<file path="src/rtl/iacf_pkg.sv">
package iacf_pkg;

	localparam int DATA_WIDTH_DEF = 64;
	localparam int Q_DEPTH = 4;

	localparam logic [4:0] OP_ADD  = 5'd0;
	localparam logic [4:0] OP_SUB  = 5'd1;
	localparam logic [4:0] OP_MUL  = 5'd2;
	localparam logic [4:0] OP_UDIV = 5'd3;
	localparam logic [4:0] OP_UMOD = 5'd4;
	localparam logic [4:0] OP_SDIV = 5'd5;
	localparam logic [4:0] OP_SMOD = 5'd6;
	localparam logic [4:0] OP_AND  = 5'd7;
	localparam logic [4:0] OP_OR   = 5'd8;
	localparam logic [4:0] OP_XOR  = 5'd9;
	localparam logic [4:0] OP_LSL  = 5'd10;
	localparam logic [4:0] OP_LSR  = 5'd11;
	localparam logic [4:0] OP_ASR  = 5'd12;
	localparam logic [4:0] OP_EQ   = 5'd13;
	localparam logic [4:0] OP_UGT  = 5'd14;
	localparam logic [4:0] OP_UGE  = 5'd15;
	localparam logic [4:0] OP_SGT  = 5'd16;
	localparam logic [4:0] OP_SGE  = 5'd17;
	localparam logic [4:0] OP_NEG  = 5'd18;
	localparam logic [4:0] OP_NOT  = 5'd19;
	localparam logic [4:0] OP_LNOT = 5'd20;

	typedef struct packed {
		logic [4:0] op;
		logic       sh_big;
		logic       dz;
		logic       neg_q;
		logic       neg_r;
	} ctl_t;

endpackage

</file>
<file path="src/rtl/iacf_queue.sv">
module iacf_queue
	import iacf_pkg::*;
#(
	parameter int DATA_WIDTH = DATA_WIDTH_DEF
) (
	input  logic                  clk,
	input  logic                  arst_n,
	input  logic                  push,
	input  ctl_t                  push_ctl,
	input  logic [DATA_WIDTH-1:0] push_a,
	input  logic [DATA_WIDTH-1:0] push_b,
	input  logic [DATA_WIDTH-1:0] push_dvd,
	input  logic [DATA_WIDTH-1:0] push_dvs,
	input  logic                  pop,
	output logic                  full,
	output logic                  not_empty,
	output ctl_t                  head_ctl,
	output logic [DATA_WIDTH-1:0] head_a,
	output logic [DATA_WIDTH-1:0] head_b,
	output logic [DATA_WIDTH-1:0] head_dvd,
	output logic [DATA_WIDTH-1:0] head_dvs
);

	localparam int PW = $clog2(Q_DEPTH);
	localparam int CW = $clog2(Q_DEPTH + 1);

	typedef struct packed {
		ctl_t                  ctl;
		logic [DATA_WIDTH-1:0] a;
		logic [DATA_WIDTH-1:0] b;
		logic [DATA_WIDTH-1:0] dvd;
		logic [DATA_WIDTH-1:0] dvs;
	} ent_t;

	ent_t mem_q [Q_DEPTH];
	logic [PW-1:0] wr_q, rd_q;
	logic [CW-1:0] cnt_q;
	logic do_pop;

	assign full = cnt_q == CW'(Q_DEPTH);
	assign not_empty = cnt_q != '0;
	assign do_pop = pop && not_empty;
	assign head_ctl = mem_q[rd_q].ctl;
	assign head_a = mem_q[rd_q].a;
	assign head_b = mem_q[rd_q].b;
	assign head_dvd = mem_q[rd_q].dvd;
	assign head_dvs = mem_q[rd_q].dvs;

	always_ff @(posedge clk or negedge arst_n) begin
		if (!arst_n) begin
			wr_q <= '0;
			rd_q <= '0;
			cnt_q <= '0;
		end else begin
			if (push) begin
				wr_q <= (wr_q == PW'(Q_DEPTH - 1)) ? '0 : wr_q + 1'b1;
			end
			if (do_pop) begin
				rd_q <= (rd_q == PW'(Q_DEPTH - 1)) ? '0 : rd_q + 1'b1;
			end
			if (push && !do_pop) begin
				cnt_q <= cnt_q + 1'b1;
			end else if (!push && do_pop) begin
				cnt_q <= cnt_q - 1'b1;
			end
		end
	end

	always_ff @(posedge clk) begin
		if (push) begin
			mem_q[wr_q] <= '{ctl: push_ctl, a: push_a, b: push_b, dvd: push_dvd, dvs: push_dvs};
		end
	end

`ifndef SYNTHESIS
	a_cnt_range: assert property (@(posedge clk) disable iff (!arst_n)
		cnt_q <= CW'(Q_DEPTH)) else $error("queue count beyond depth");
	a_no_overflow: assert property (@(posedge clk) disable iff (!arst_n)
		full |-> !push) else $error("push into a full queue");
`endif

endmodule

</file>
<file path="config.mk">
export PLATFORM = sky130hd
export DESIGN_NAME = iacf_queue
export DESIGN_NICKNAME = d
export VERILOG_FILES = /design/src/rtl/iacf_pkg.sv /design/src/rtl/iacf_queue.sv
export SDC_FILE = /design/constraint.sdc
export NUM_CORES = 1
export LEC_CHECK = 0
export BUFFER_PORTS_ARGS = -buffer_cell sky130_fd_sc_hd__buf_2
export CAP_MARGIN = 10
export CORE_MARGIN = 10
export CORE_UTILIZATION = 55
export CTS_CLUSTER_SIZE = 24
export DETAILED_ROUTE_END_ITERATION = 10
export PLACE_DENSITY = 0.85
export SLEW_MARGIN = 20
export SYNTH_ARGS = -nofsm -noshare
export SYNTH_HDL_FRONTEND = slang
export SYNTH_SLANG_ARGS = --single-unit
</file>
<file path="constraint.sdc">
create_clock -name clk -period 21.9 [get_ports clk]
set_clock_uncertainty 0.2 [all_clocks]
set_input_delay 1.095 -clock clk [delete_from_list [all_inputs] [get_ports clk]]
set_output_delay 1.095 -clock clk [all_outputs]
set_load 0.005 [all_outputs]
</file>
==> metrics.json <==
{
  "outcome": {
    "status": "complete, no violations"
  },
  "placement": {
    "io_buffer_count": 535,
    "dp_hpwl_um": 52600,
    "finalWeightedCongestion": 0.748
  },
  "logic_synthesis": {
    "netlist_instances": 1422,
    "synth_seq_cells": 1067,
    "syn-num-nets": 1698,
    "synth.area.top_cells": "edfxtp_1 81%, mux4_2 8.6%, mux4_1 7.8%",
    "count_of_flip_flops_with_a_built_in_enable_after_synthesis": 1060,
    "synth_seq_area_share_pct": 81.8,
    "ys_async_sr_fraction_pct": 0.656,
    "cell_area_after_synthesis_um2": 39100,
    "synth.top_cell.area_share_pct": 81.4,
    "netlist.top_cell.by_area": "edfxtp_1",
    "yosys_warnings": 0,
    "postSynth.topFlopCell": "edfxtp_1",
    "netlist-cell-type-count": 20,
    "avg_cell_area_syn_um2": 27.5
  },
  "routing": {
    "firstDrtPassIters": 5,
    "final_ant_viol_nets": 0,
    "route.detailed.drc": 0,
    "vias": 18000,
    "via_per_inst": 5.89,
    "drt-total-wl_um": 88600,
    "post_drt_wl_per_cell_um": 29.0,
    "drt-initial-drc-count": 1509
  },
  "floorplanning": {
    "start_util_pct": 55.7,
    "ioPinCount": 536,
    "chipHeight_um": 287,
    "core_um2": 70300,
    "die-width_um": 287,
    "floorplan.die_area_um2": 82200,
    "rows": 97
  },
  "timing": {
    "layout_worst_path_cycle_share_pct": 25.3,
    "finalWorstPathRequiredPeriod_ps": 5540,
    "timing_worst_slew_pin_value_ps": 1330,
    "totalNegativeSetupSlack_ps": 0,
    "worst_case_headroom_to_the_max_slew_limit_pct": 11.7,
    "drv_slew": 0,
    "unrepaired_setup_endpoints_after_global_routing": "no",
    "maxClockFrequency_mhz": 181,
    "setup-violations-final": 0,
    "finalHoldViolCount": 0
  },
  "cells_and_area": {
    "layout_commonest_cell": "edfxtp_1",
    "layout-drive-gt1-share_pct": 40.9,
    "layout-area-overhead-vs-synth_pct": 17.7,
    "nets": 2293,
    "layout_common_cells": "1060 x edfxtp_1, 535 x buf_2, 149 x mux4_2"
  },
  "global_routing": {
    "overflow": 0,
    "wire_length_of_the_first_global_routing_pass_um": 130000,
    "groute.usage.overall_pct": 21.4,
    "number_of_antenna_violations_at_the_first_check_in_global_routing": 34,
    "grt_pass1_vias": 19200,
    "pin_count_of_the_biggest_net_entering_global_routing": 158
  },
  "worst_setup_path": {
    "cpMostUsedCell": "buf_4",
    "critical_path_class": "reg2out",
    "critical-path-top-delay-family": "buffers and inverters",
    "setup.worst_path.start_class": "register",
    "timing.reg2reg.setup_slack_ps": 17910,
    "worst-path-buf-inv": 3,
    "cp_cell_sequence": "buf_4 > buf_4 > mux4_1 > buf_2",
    "largest_stage_delay_worst_path_ps": 890,
    "critical_path.endpoint_type": "output pin",
    "maximum_fanout_count_along_the_critical_path": 51,
    "cpMaxStageDelayCell": "buf_4",
    "critPathRequiredTime_ps": 20610,
    "timing.critical_path.arrival_ps": 4240
  },
  "cts": {
    "clk-insertion-delay-late_ps": 650,
    "cts-hold-fix-buffers": 0,
    "cts-buffers-inserted": 101,
    "cts-root-buf": "clkbuf_16",
    "cts_tree": "yes",
    "post_cts_sizing_count": 0,
    "cts-root-to-sink-buffers": 3,
    "htreeDepth": 3,
    "cts_post_setup_buffers_inserted": 0,
    "clock_sinks": 1067,
    "clk_transition_reported_paths_ps": 60
  },
  "flow_run": {
    "maxCapViolations": 0
  },
  "power_and_ir_drop": {
    "report.power.total_uw": 6010,
    "total_leakage_power_uw": 0.0159,
    "power-per-cell-area_nw_per_um2": 131,
    "worst_ir_drop_vdd_v": 0.0000910
  },
  "worst_hold_path": {
    "holdCritPathClass": "in2async"
  }
}
[cell families after synthesis]
logic type / count (synthesis) / share of synthesized area, %
flops: 1067 / 81.8
xor+xnor: 3 / 0.0672
mux: 268 / 16.5
compound gates: 2 / 0.0256
simple gates: 12 / 0.157
fa+ha+maj: 7 / 0.243
buf+inv: 63 / 1.24
[where the power goes]
part	internal, uW	switching [uW]	total (uW)
clock network	991	734	1720
logic	721	813	1530
registers	2620	129	2750
[Yosys cell counts (3+ instances only)]
library cell	instances
nand2_1	3
mux4_2	149
edfxtp_1	1060
nor2_1	3
inv_1	3
buf_8	3
mux4_1	116
and2_1	4
mux2_2	3
ha_1	6
dfrtp_1	7
buf_2	28
buf_6	24
clkbuf_1	5
[through the flow]
step	utilization [%]	hold slack (ps)	cells	setup WS (ps)	area, um^2
2_1_floorplan	-	247	1422	13960	39100
3_3_place_gp	60.7	261	2854	17100	42700
3_5_place_dp	60.7	280	2854	17010	42700
4_1_cts	65.4	28.4	3033	16260	46000
5_1_grt	65.5	41.4	3049	16060	46000
6_report	65.5	68.6	3056	16360	46000
[path summary, 6_finish.rpt]
kind,start,end,depth (start not counted)
worst max-delay path,rd_q[0]$_DFFE_PN0P_,head_b[42],4
worst min-delay path,arst_n,cnt_q[1]$_DFFE_PN0P_,1
worst max register to register,wr_q[0]$_DFFE_PN0P_,mem_q[2][75]$_DFFE_PP_,5
worst min register to register,cnt_q[2]$_DFFE_PN0P_,cnt_q[2]$_DFFE_PN0P_,1
max in group asynchronous,arst_n,rd_q[1]$_DFFE_PN0P_,1
min in group clk,cnt_q[2]$_DFFE_PN0P_,cnt_q[2]$_DFFE_PN0P_,1
[per-layer routing]
layer	global-route usage, %	wire (um)
met1	24.3	29700
met2	37.3	47800
met3	6.20	7210
met4	9.55	3700
met5	0	164
[flip-flops by register name (all words and copies together), names as in the netlist]
name / count
mem_q: 1060
wr_q: 2
rd_q: 2
cnt_q: 3
[cell type report]
class	count	area [um^2]
diodes	23	57.6
clock buffers	122	2670
clock inverters	57	627
fillers	4234	24200
inverters	3	11.3
multi-input cells	292	6640
flip-flops and latches	1067	32000
well taps	940	1180
repair buffers	552	2840
Note: power is estimated with default switching activity, not from simulation.
