<file path="config.mk">
export PLATFORM = sky130hd
export DESIGN_NAME = iacf_front
export DESIGN_NICKNAME = d
export VERILOG_FILES = /design/src/rtl/iacf_pkg.sv /design/src/rtl/iacf_front.sv
export SDC_FILE = /design/constraint.sdc
export NUM_CORES = 1
export LEC_CHECK = 0
export ABC_CLOCK_PERIOD_IN_PS = 2550
export BUFFER_PORTS_ARGS = -buffer_cell sky130_fd_sc_hd__buf_2
export CAP_MARGIN = 20
export CORE_AREA = 2 2 156 158
export DETAILED_ROUTE_END_ITERATION = 10
export DIE_AREA = 0 0 158 160
export PLACE_DENSITY = 0.46
export SYNTH_ARGS = -nofsm -noshare
export SYNTH_HDL_FRONTEND = slang
export SYNTH_SLANG_ARGS = --single-unit
</file>
<file path="constraint.sdc">
create_clock -name vclk -period 2.55
set_input_delay 0.3825 -clock vclk [all_inputs]
set_output_delay 0.3825 -clock vclk [all_outputs]
set_load 0.01 [all_outputs]
</file>
<file path="src/rtl/iacf_pkg.sv">
package iacf_pkg;

	localparam int DATA_WIDTH_DEF = 64;
	localparam int Q_DEPTH = 4;

	localparam logic [4:0] OP_ADD  = 5'd0;
	localparam logic [4:0] OP_SUB  = 5'd1;
	localparam logic [4:0] OP_MUL  = 5'd2;
	localparam logic [4:0] OP_UDIV = 5'd3;
	localparam logic [4:0] OP_UMOD = 5'd4;
	localparam logic [4:0] OP_SDIV = 5'd5;
	localparam logic [4:0] OP_SMOD = 5'd6;
	localparam logic [4:0] OP_AND  = 5'd7;
	localparam logic [4:0] OP_OR   = 5'd8;
	localparam logic [4:0] OP_XOR  = 5'd9;
	localparam logic [4:0] OP_LSL  = 5'd10;
	localparam logic [4:0] OP_LSR  = 5'd11;
	localparam logic [4:0] OP_ASR  = 5'd12;
	localparam logic [4:0] OP_EQ   = 5'd13;
	localparam logic [4:0] OP_UGT  = 5'd14;
	localparam logic [4:0] OP_UGE  = 5'd15;
	localparam logic [4:0] OP_SGT  = 5'd16;
	localparam logic [4:0] OP_SGE  = 5'd17;
	localparam logic [4:0] OP_NEG  = 5'd18;
	localparam logic [4:0] OP_NOT  = 5'd19;
	localparam logic [4:0] OP_LNOT = 5'd20;

	typedef struct packed {
		logic [4:0] op;
		logic       sh_big;
		logic       dz;
		logic       neg_q;
		logic       neg_r;
	} ctl_t;

endpackage

</file>
<file path="src/rtl/iacf_front.sv">
module iacf_front
	import iacf_pkg::*;
#(
	parameter int DATA_WIDTH = DATA_WIDTH_DEF
) (
	input  logic                  in_valid,
	input  logic [4:0]            req_type,
	input  logic [63:0]           operand_a,
	input  logic [63:0]           operand_b,
	input  logic                  q_full,
	output logic                  in_stall,
	output logic                  push,
	output ctl_t                  ctl,
	output logic [DATA_WIDTH-1:0] a,
	output logic [DATA_WIDTH-1:0] b,
	output logic [DATA_WIDTH-1:0] dvd,
	output logic [DATA_WIDTH-1:0] dvs
);

	logic na, nb, is_div, is_sgn;

	assign a = operand_a[DATA_WIDTH-1:0];
	assign b = operand_b[DATA_WIDTH-1:0];
	assign na = a[DATA_WIDTH-1];
	assign nb = b[DATA_WIDTH-1];
	assign in_stall = q_full;
	assign push = in_valid && !q_full;

	always_comb begin
		is_sgn = (req_type == OP_SDIV) || (req_type == OP_SMOD);
		is_div = (req_type == OP_UDIV) || (req_type == OP_UMOD) || is_sgn;
		ctl.op = req_type;
		ctl.sh_big = operand_b >= 64'(DATA_WIDTH);
		ctl.dz = is_div && (b == '0);
		ctl.neg_q = (req_type == OP_SDIV) && (na != nb);
		ctl.neg_r = (req_type == OP_SMOD) && na;
		dvd = (is_sgn && na) ? -a : a;
		dvs = (is_sgn && nb) ? -b : b;
	end

endmodule

</file>
==> metrics.json, run 1 <==
{
  "static_leakage_nw": 3.55,
  "grt_antenna_before_repair": 0,
  "areaGrowthSynthToFinish_pct": 81.4,
  "placement.cell_area_sq_mm": 0.00639,
  "powerDensity_mw_per_mm2": 139,
  "transition_time_of_the_tightest_slew_check_pin_ns": 0.654,
  "synth_warnings": 0,
  "timing.hold.worst_endpoint": "in_stall",
  "drt_drc_violations_left": 0,
  "fp-row-count": 57,
  "route.detailed.vias_per_inst": 4.37,
  "antenna-diode-count": 0,
  "syn_inst": 593,
  "final_cell_count_no_fill": 1310,
  "clock.fmax_mhz": 377,
  "initial_core_util_pct": 17.1,
  "final.min_clock_period_ns": 2.65,
  "max-cap-violations": 0,
  "worst_max_slew_margin_expressed_relative_to_the_limit_pct": 56.0,
  "min-delay-path-class": "primary input to output port",
  "final_layout_clock_buffer_total": 0,
  "mostFrequentLayoutCell": "sky130_fd_sc_hd__buf_2",
  "antenna_violating_nets_post_route": 0,
  "drt-pass1-iter-count": 4,
  "floorplan.io_pins": 402,
  "worstSetupPathType": "primary input to output port",
  "overall_overflow_remaining_after_global_route": 0,
  "hold_start": "q_full",
  "route.vias.total": 5727,
  "syn-num-nets": 730,
  "timing.hold.worst_path_depth": 2,
  "die_area_sq_mm": 0.0253,
  "grt_first_pass_wirelength_um": 29300,
  "timing.critical_path.to_type": "output port",
  "nets": 1125,
  "numPortBuffers": 402,
  "final.setup.worst_slack_ns": -0.0995,
  "vdd_ir_drop_max_v": 0.0000679,
  "coreArea_sq_mm": 0.0238,
  "violations": "setup timing",
  "final_area_sq_mm": 0.00740,
  "layout.cells.most_common_list": "392 x sky130_fd_sc_hd__buf_2, 121 x sky130_fd_sc_hd__buf_4, 70 x sky130_fd_sc_hd__xor2_1, 53 x sky130_fd_sc_hd__xnor2_1, 50 x sky130_fd_sc_hd__nor2_1",
  "synth.yosys.seq_area_share_pct": 0,
  "gr-usage-all-layers_pct": 14.4,
  "setup_repair_after_global_routing_missed_its_margin": "true",
  "utilization_pct": 31.1,
  "dp.final_hpwl_um": 17100,
  "critical_path.max_fanout": 3,
  "finalSetupViolCount": 23,
  "critical_path_required_ns": 2.17,
  "min_period_over_period_pct": 104,
  "first_global_vias": 5436,
  "fraction_of_final_layout_cells_sized_beyond_drive_strength_1_pct": 65.7,
  "routabilityCongestion": 0.877,
  "postRouteWirelength_um": 20500,
  "filler_instances": 2691,
  "slew_viol_final": 0,
  "total_area_of_multi_input_combinational_cells_sq_mm": 0.00363,
  "final_hold_viol_count": 0,
  "ctsHoldBuffers": 0,
  "post_synth.cell_area_avg_sq_um": 6.88,
  "die_span_x_um": 158,
  "dp_worst_setup_slack_ns": -0.238,
  "netlist-cell-type-count": 43,
  "nFlopsAndLatches": 0,
  "ff_latch_area_sq_um": 0,
  "design_power_total_mw": 1.03,
  "critical_path.startpoint_type": "primary input",
  "post-place-cells": 1291,
  "grt_max_degree": 44,
  "outcome": "finished, violations left",
  "die_y_um": 160,
  "netlist_area_sq_mm": 0.00408,
  "route.detailed.wl_per_inst_um": 15.7,
  "detail_route.iter0.violations": 239,
  "cp.arrival_ns": 2.27
}
-- kinds of logic (layout without fill, tap and decap cells) --
family                   count (synthesis)  after routing  synth area share [%]
AO/OA/AOI/OAI                          107            107                  17.7
XOR/XNOR                               125            125                  26.8
adder cells (fa/ha/maj)                  2              2                 0.613
buffers and inverters                  163            556                  27.9
AND/OR/NAND/NOR                        196            196                  26.9
-- final cells by class --
type	count	area share (%)
tap	324	5.48
timing repair buffer	545	44.9
inverter	11	0.558
multi-input combinational	430	49.1
-- where the power goes --
part / internal (mW) / total (mW) / switching, mW
logic: 0.460 / 1.03 / 0.571
clock network: 0 / 0 / 0
registers: 0 / 0 / 0
total: 0.460 / 1.03 / 0.571
-- how the worst max path moves through the flow --
| stage | slack (ns) | from | depth (start not counted) | end |
|---|---|---|---|---|
| 4_1_cts | -0.13 | operand_a[19] | 8 | dvd[60] |
| 3_5_place_dp | -0.24 | operand_a[22] | 7 | dvd[56] |
| 5_1_grt | -0.18 | operand_a[19] | 8 | dvd[47] |
| 6_report | -0.1 | operand_a[19] | 8 | dvd[60] |
| 3_3_place_gp | -0.23 | operand_a[22] | 8 | dvd[60] |
| 2_1_floorplan | 0.09 | operand_a[22] | 7 | dvd[61] |
-- metrics by stage --
| step | hold WS, ns | TNS, ns |
|---|---|---|
| floorplan | 0.811 | 0 |
| global placement | 0.963 | -4.95 |
| detailed placement | 0.964 | -4.87 |
| CTS | 0.964 | -1.38 |
| global route | 0.977 | -4.36 |
| finish | 0.963 | -0.829 |
-- metal layers --
layer / up-vias / part of all wire [%] / GRT usage [%]
li1: 2770 / - / -
met5: - / 0 / 0
met1: 2655 / 37 / 15.4
met4: 0 / 1.9 / 2.91
met3: 26 / 6.7 / 1.71
met2: 276 / 55 / 29.3
-- critical path: stages --
cell and delay, ns:
sky130_fd_sc_hd__buf_6 0.09, sky130_fd_sc_hd__or4_4 0.56, sky130_fd_sc_hd__or3b_4 0.43, sky130_fd_sc_hd__nor3_4 0.23
sky130_fd_sc_hd__buf_6 0.17, sky130_fd_sc_hd__a31oi_4 0.08, sky130_fd_sc_hd__xor2_1 0.17, sky130_fd_sc_hd__buf_2 0.14
-- what timing repair did --
action                                  4_1_cts  5_1_grt
resized for setup                            54       99
setup buffers                                 8        8
cloned                                        1        2
pin swaps                                    21       44
endpoints found under the setup margin       60       84
-- synthesized netlist by cell type (all sizes together) (8+ instances only) --
master | count | area share [%]
or4 | 8 | 1.7
inv | 11 | 1.0
nor3 | 38 | 5.7
a31oi | 29 | 4.4
a21oi | 30 | 3.7
nand3 | 11 | 1.5
buf | 143 | 26
nor2 | 56 | 5.2
xnor2 | 54 | 12
xor2 | 71 | 15
o41ai | 13 | 3.9
nand2 | 27 | 2.5
o31ai | 12 | 2.3
nor4 | 22 | 3.8
o21ai | 17 | 2.1
clkbuf | 9 | 0.83
No activity file was read; power rests on OpenSTA's default activity.
==> run 2: changes to the inputs <==
--- a/config.mk
+++ b/config.mk
@@ -5,13 +5,14 @@
 export SDC_FILE = /design/constraint.sdc
 export NUM_CORES = 1
 export LEC_CHECK = 0
+export ABC_AREA = 1
 export ABC_CLOCK_PERIOD_IN_PS = 2550
 export BUFFER_PORTS_ARGS = -buffer_cell sky130_fd_sc_hd__buf_2
 export CAP_MARGIN = 20
 export CORE_AREA = 2 2 156 158
 export DETAILED_ROUTE_END_ITERATION = 10
 export DIE_AREA = 0 0 158 160
-export PLACE_DENSITY = 0.46
+export PLACE_DENSITY = 0.53
 export SYNTH_ARGS = -nofsm -noshare
 export SYNTH_HDL_FRONTEND = slang
 export SYNTH_SLANG_ARGS = --single-unit
==> metrics.json, run 2 <==
{
  "synth_top_cell_by_area": "sky130_fd_sc_hd__nand2_1",
  "cp.arrival_ns": 2.07,
  "antenna_violating_nets_post_route": 0,
  "final.setup.tns_ns": 0,
  "synth.cells.most_frequent": "421 x sky130_fd_sc_hd__nand2_1, 287 x sky130_fd_sc_hd__nor2_1, 139 x sky130_fd_sc_hd__buf_4",
  "vdd_ir_drop_max_v": 0.0000625,
  "crit_path_frequent_cell": "sky130_fd_sc_hd__buf_2",
  "worstSetupPathType": "primary input to output port",
  "transition_time_of_the_tightest_slew_check_pin_ns": 0.430,
  "netlist_area_sq_mm": 0.00570,
  "postRouteWirelength_um": 27600,
  "worst_setup_path_startpoint": "operand_b[1]",
  "timing.critical_path.to_type": "output port",
  "critical_path.max_fanout": 5,
  "overall_overflow_remaining_after_global_route": 0,
  "timing.critical_path.max_delay_family": "simple AND/OR/NAND/NOR gates",
  "post-synth-top-count-cell": "sky130_fd_sc_hd__nand2_1",
  "route.detailed.wl_per_inst_um": 15.5,
  "fp-row-count": 57,
  "die_area_sq_mm": 0.0253,
  "crit_buf_inv": 4,
  "synth_warnings": 0,
  "floorplan.io_pins": 402,
  "grt_antenna_before_repair": 1,
  "final.min_clock_period_ns": 2.45,
  "numPortBuffers": 402,
  "ff_latch_area_sq_um": 0,
  "grt_first_pass_wirelength_um": 40700,
  "placement.cell_area_sq_mm": 0.00721,
  "final_area_sq_mm": 0.00724,
  "setup_repair_after_global_routing_missed_its_margin": "true",
  "slew_viol_final": 0,
  "powerDensity_mw_per_mm2": 141,
  "synth.top_cells.by_area": "sky130_fd_sc_hd__nand2_1 28%, sky130_fd_sc_hd__nor2_1 19%, sky130_fd_sc_hd__buf_4 18%, sky130_fd_sc_hd__nand3_1 6.4%, sky130_fd_sc_hd__inv_1 6.0%",
  "first_global_vias": 7180,
  "mostFrequentLayoutCell": "sky130_fd_sc_hd__nand2_1",
  "filler_instances": 2846,
  "cp.depth": 10,
  "areaGrowthSynthToFinish_pct": 27.0,
  "min-delay-path-class": "primary input to output port",
  "static_leakage_nw": 3.96,
  "fraction_of_final_layout_cells_sized_beyond_drive_strength_1_pct": 31.6,
  "netlist-cell-type-count": 27,
  "slowest_cp_cell": "sky130_fd_sc_hd__o21ai_2",
  "nets": 1600,
  "syn_inst": 1185,
  "design_power_total_mw": 1.02,
  "route.detailed.vias_per_inst": 4.46,
  "gr-usage-all-layers_pct": 20.5,
  "drt_drc_violations_left": 0,
  "initial_core_util_pct": 23.9,
  "synthDominantCellAreaShare_pct": 27.7,
  "detail_route.iter0.violations": 596,
  "synth.yosys.seq_area_share_pct": 0,
  "max-cap-violations": 0,
  "clock.fmax_mhz": 408,
  "worst_path_largest_cell_delay_ns": 0.35,
  "drt-pass1-iter-count": 5,
  "layout.cells.most_common_list": "420 x sky130_fd_sc_hd__nand2_1, 402 x sky130_fd_sc_hd__buf_2, 285 x sky130_fd_sc_hd__nor2_1, 91 x sky130_fd_sc_hd__inv_1, 73 x sky130_fd_sc_hd__nand3_1",
  "nFlopsAndLatches": 0,
  "grt_max_degree": 28,
  "final_layout_clock_buffer_total": 0,
  "outcome": "finished, final reports clean",
  "critical_path.startpoint_type": "primary input",
  "worst_max_slew_margin_expressed_relative_to_the_limit_pct": 71.3,
  "routabilityCongestion": 0.963,
  "coreArea_sq_mm": 0.0238,
  "final_hold_viol_count": 0,
  "syn-num-nets": 1322,
  "die_y_um": 160,
  "finalSetupViolCount": 0,
  "whs_ns": 0.974,
  "postCtsSetupBuffers": 0,
  "crit_path_end": "dvs[30]",
  "die_span_x_um": 158,
  "critical_path_required_ns": 2.17,
  "dp.final_hpwl_um": 24500,
  "post_synth.cell_area_avg_sq_um": 4.81,
  "route.vias.total": 7968,
  "min_period_over_period_pct": 96.2,
  "critical_path.cell_chain": "buf_2, inv_1, ha_1, nand3_1, nor2_1, nand2_1, o21ai_2, buf_4, xnor2_1, buf_2"
}
## run 2: cell count changes after synthesis, sizes merged, moves of 29 or more
cell   before  now
nor2       56  289
nor3       38    2
inv        11   95
nand3      11   73
nand2      27  435
a31oi      29    0
xor2       71   32
## run 2: through the flow
| stage | util [%] | setup slack, ns | instances |
|---|---|---|---|
| after floorplan | - | 0.675 | 1185 |
| after global placement | 30.3 | 0.0824 | 1785 |
| after detailed placement | 30.3 | 0.0620 | 1785 |
| after CTS | 30.3 | 0.0525 | 1785 |
| after global routing | 30.4 | -0.0338 | 1786 |
| final | 30.4 | 0.0981 | 1786 |
## run 2: power by group
group	total (mW)	internal, mW	switching (mW)
combinational	1.02	0.389	0.635
clock	0.0000000525	0.0000000525	0
sequential	0	0	0
## run 2: final cells by class
class | instances | area, sq um | area share (%)
Tap cell | 324 | 405 | 5.60
Antenna cell | 1 | 2.50 | 0.0346
Timing Repair Buffer | 429 | 2240 | 30.9
Multi-Input combinational cell | 937 | 4230 | 58.5
Inverter | 95 | 360 | 4.98
## run 2: kinds of logic (layout without fill, tap and decap cells)
| logic type | after synthesis | count (layout) | synth area share (%) |
|---|---|---|---|
| compound gates | 33 | 33 | 3.27 |
| other cells | 0 | 1 | 0 |
| xor+xnor | 68 | 68 | 10.7 |
| simple gates | 834 | 834 | 59.4 |
| fa+ha+maj | 2 | 2 | 0.439 |
| buf+inv | 248 | 524 | 26.2 |
## run 2: worst min path at each step
stage	slack, ns	end	depth (start not counted)	from
global placement	0.96	in_stall	2	q_full
finish	0.97	in_stall	2	q_full
CTS	0.97	in_stall	2	q_full
global route	0.99	a[0]	2	operand_a[0]
detailed placement	0.97	in_stall	2	q_full
floorplan	0.81	push	1	q_full
## run 2: repair_timing
action | CTS | global route
setup endpoints to repair | 0 | 19
gates resized for setup | 0 | 10
hold buffers | 0 | 0
## run 2: routing by layer
layer / GRT usage, % / wire length (um) / vias up
li1: - / - / 4067
met1: 29.7 / 13100 / 3564
met2: 33.9 / 12300 / 317
met3: 1.82 / 1880 / 20
met4: 2.25 / 354 / 0
met5: 0 / 0 / -
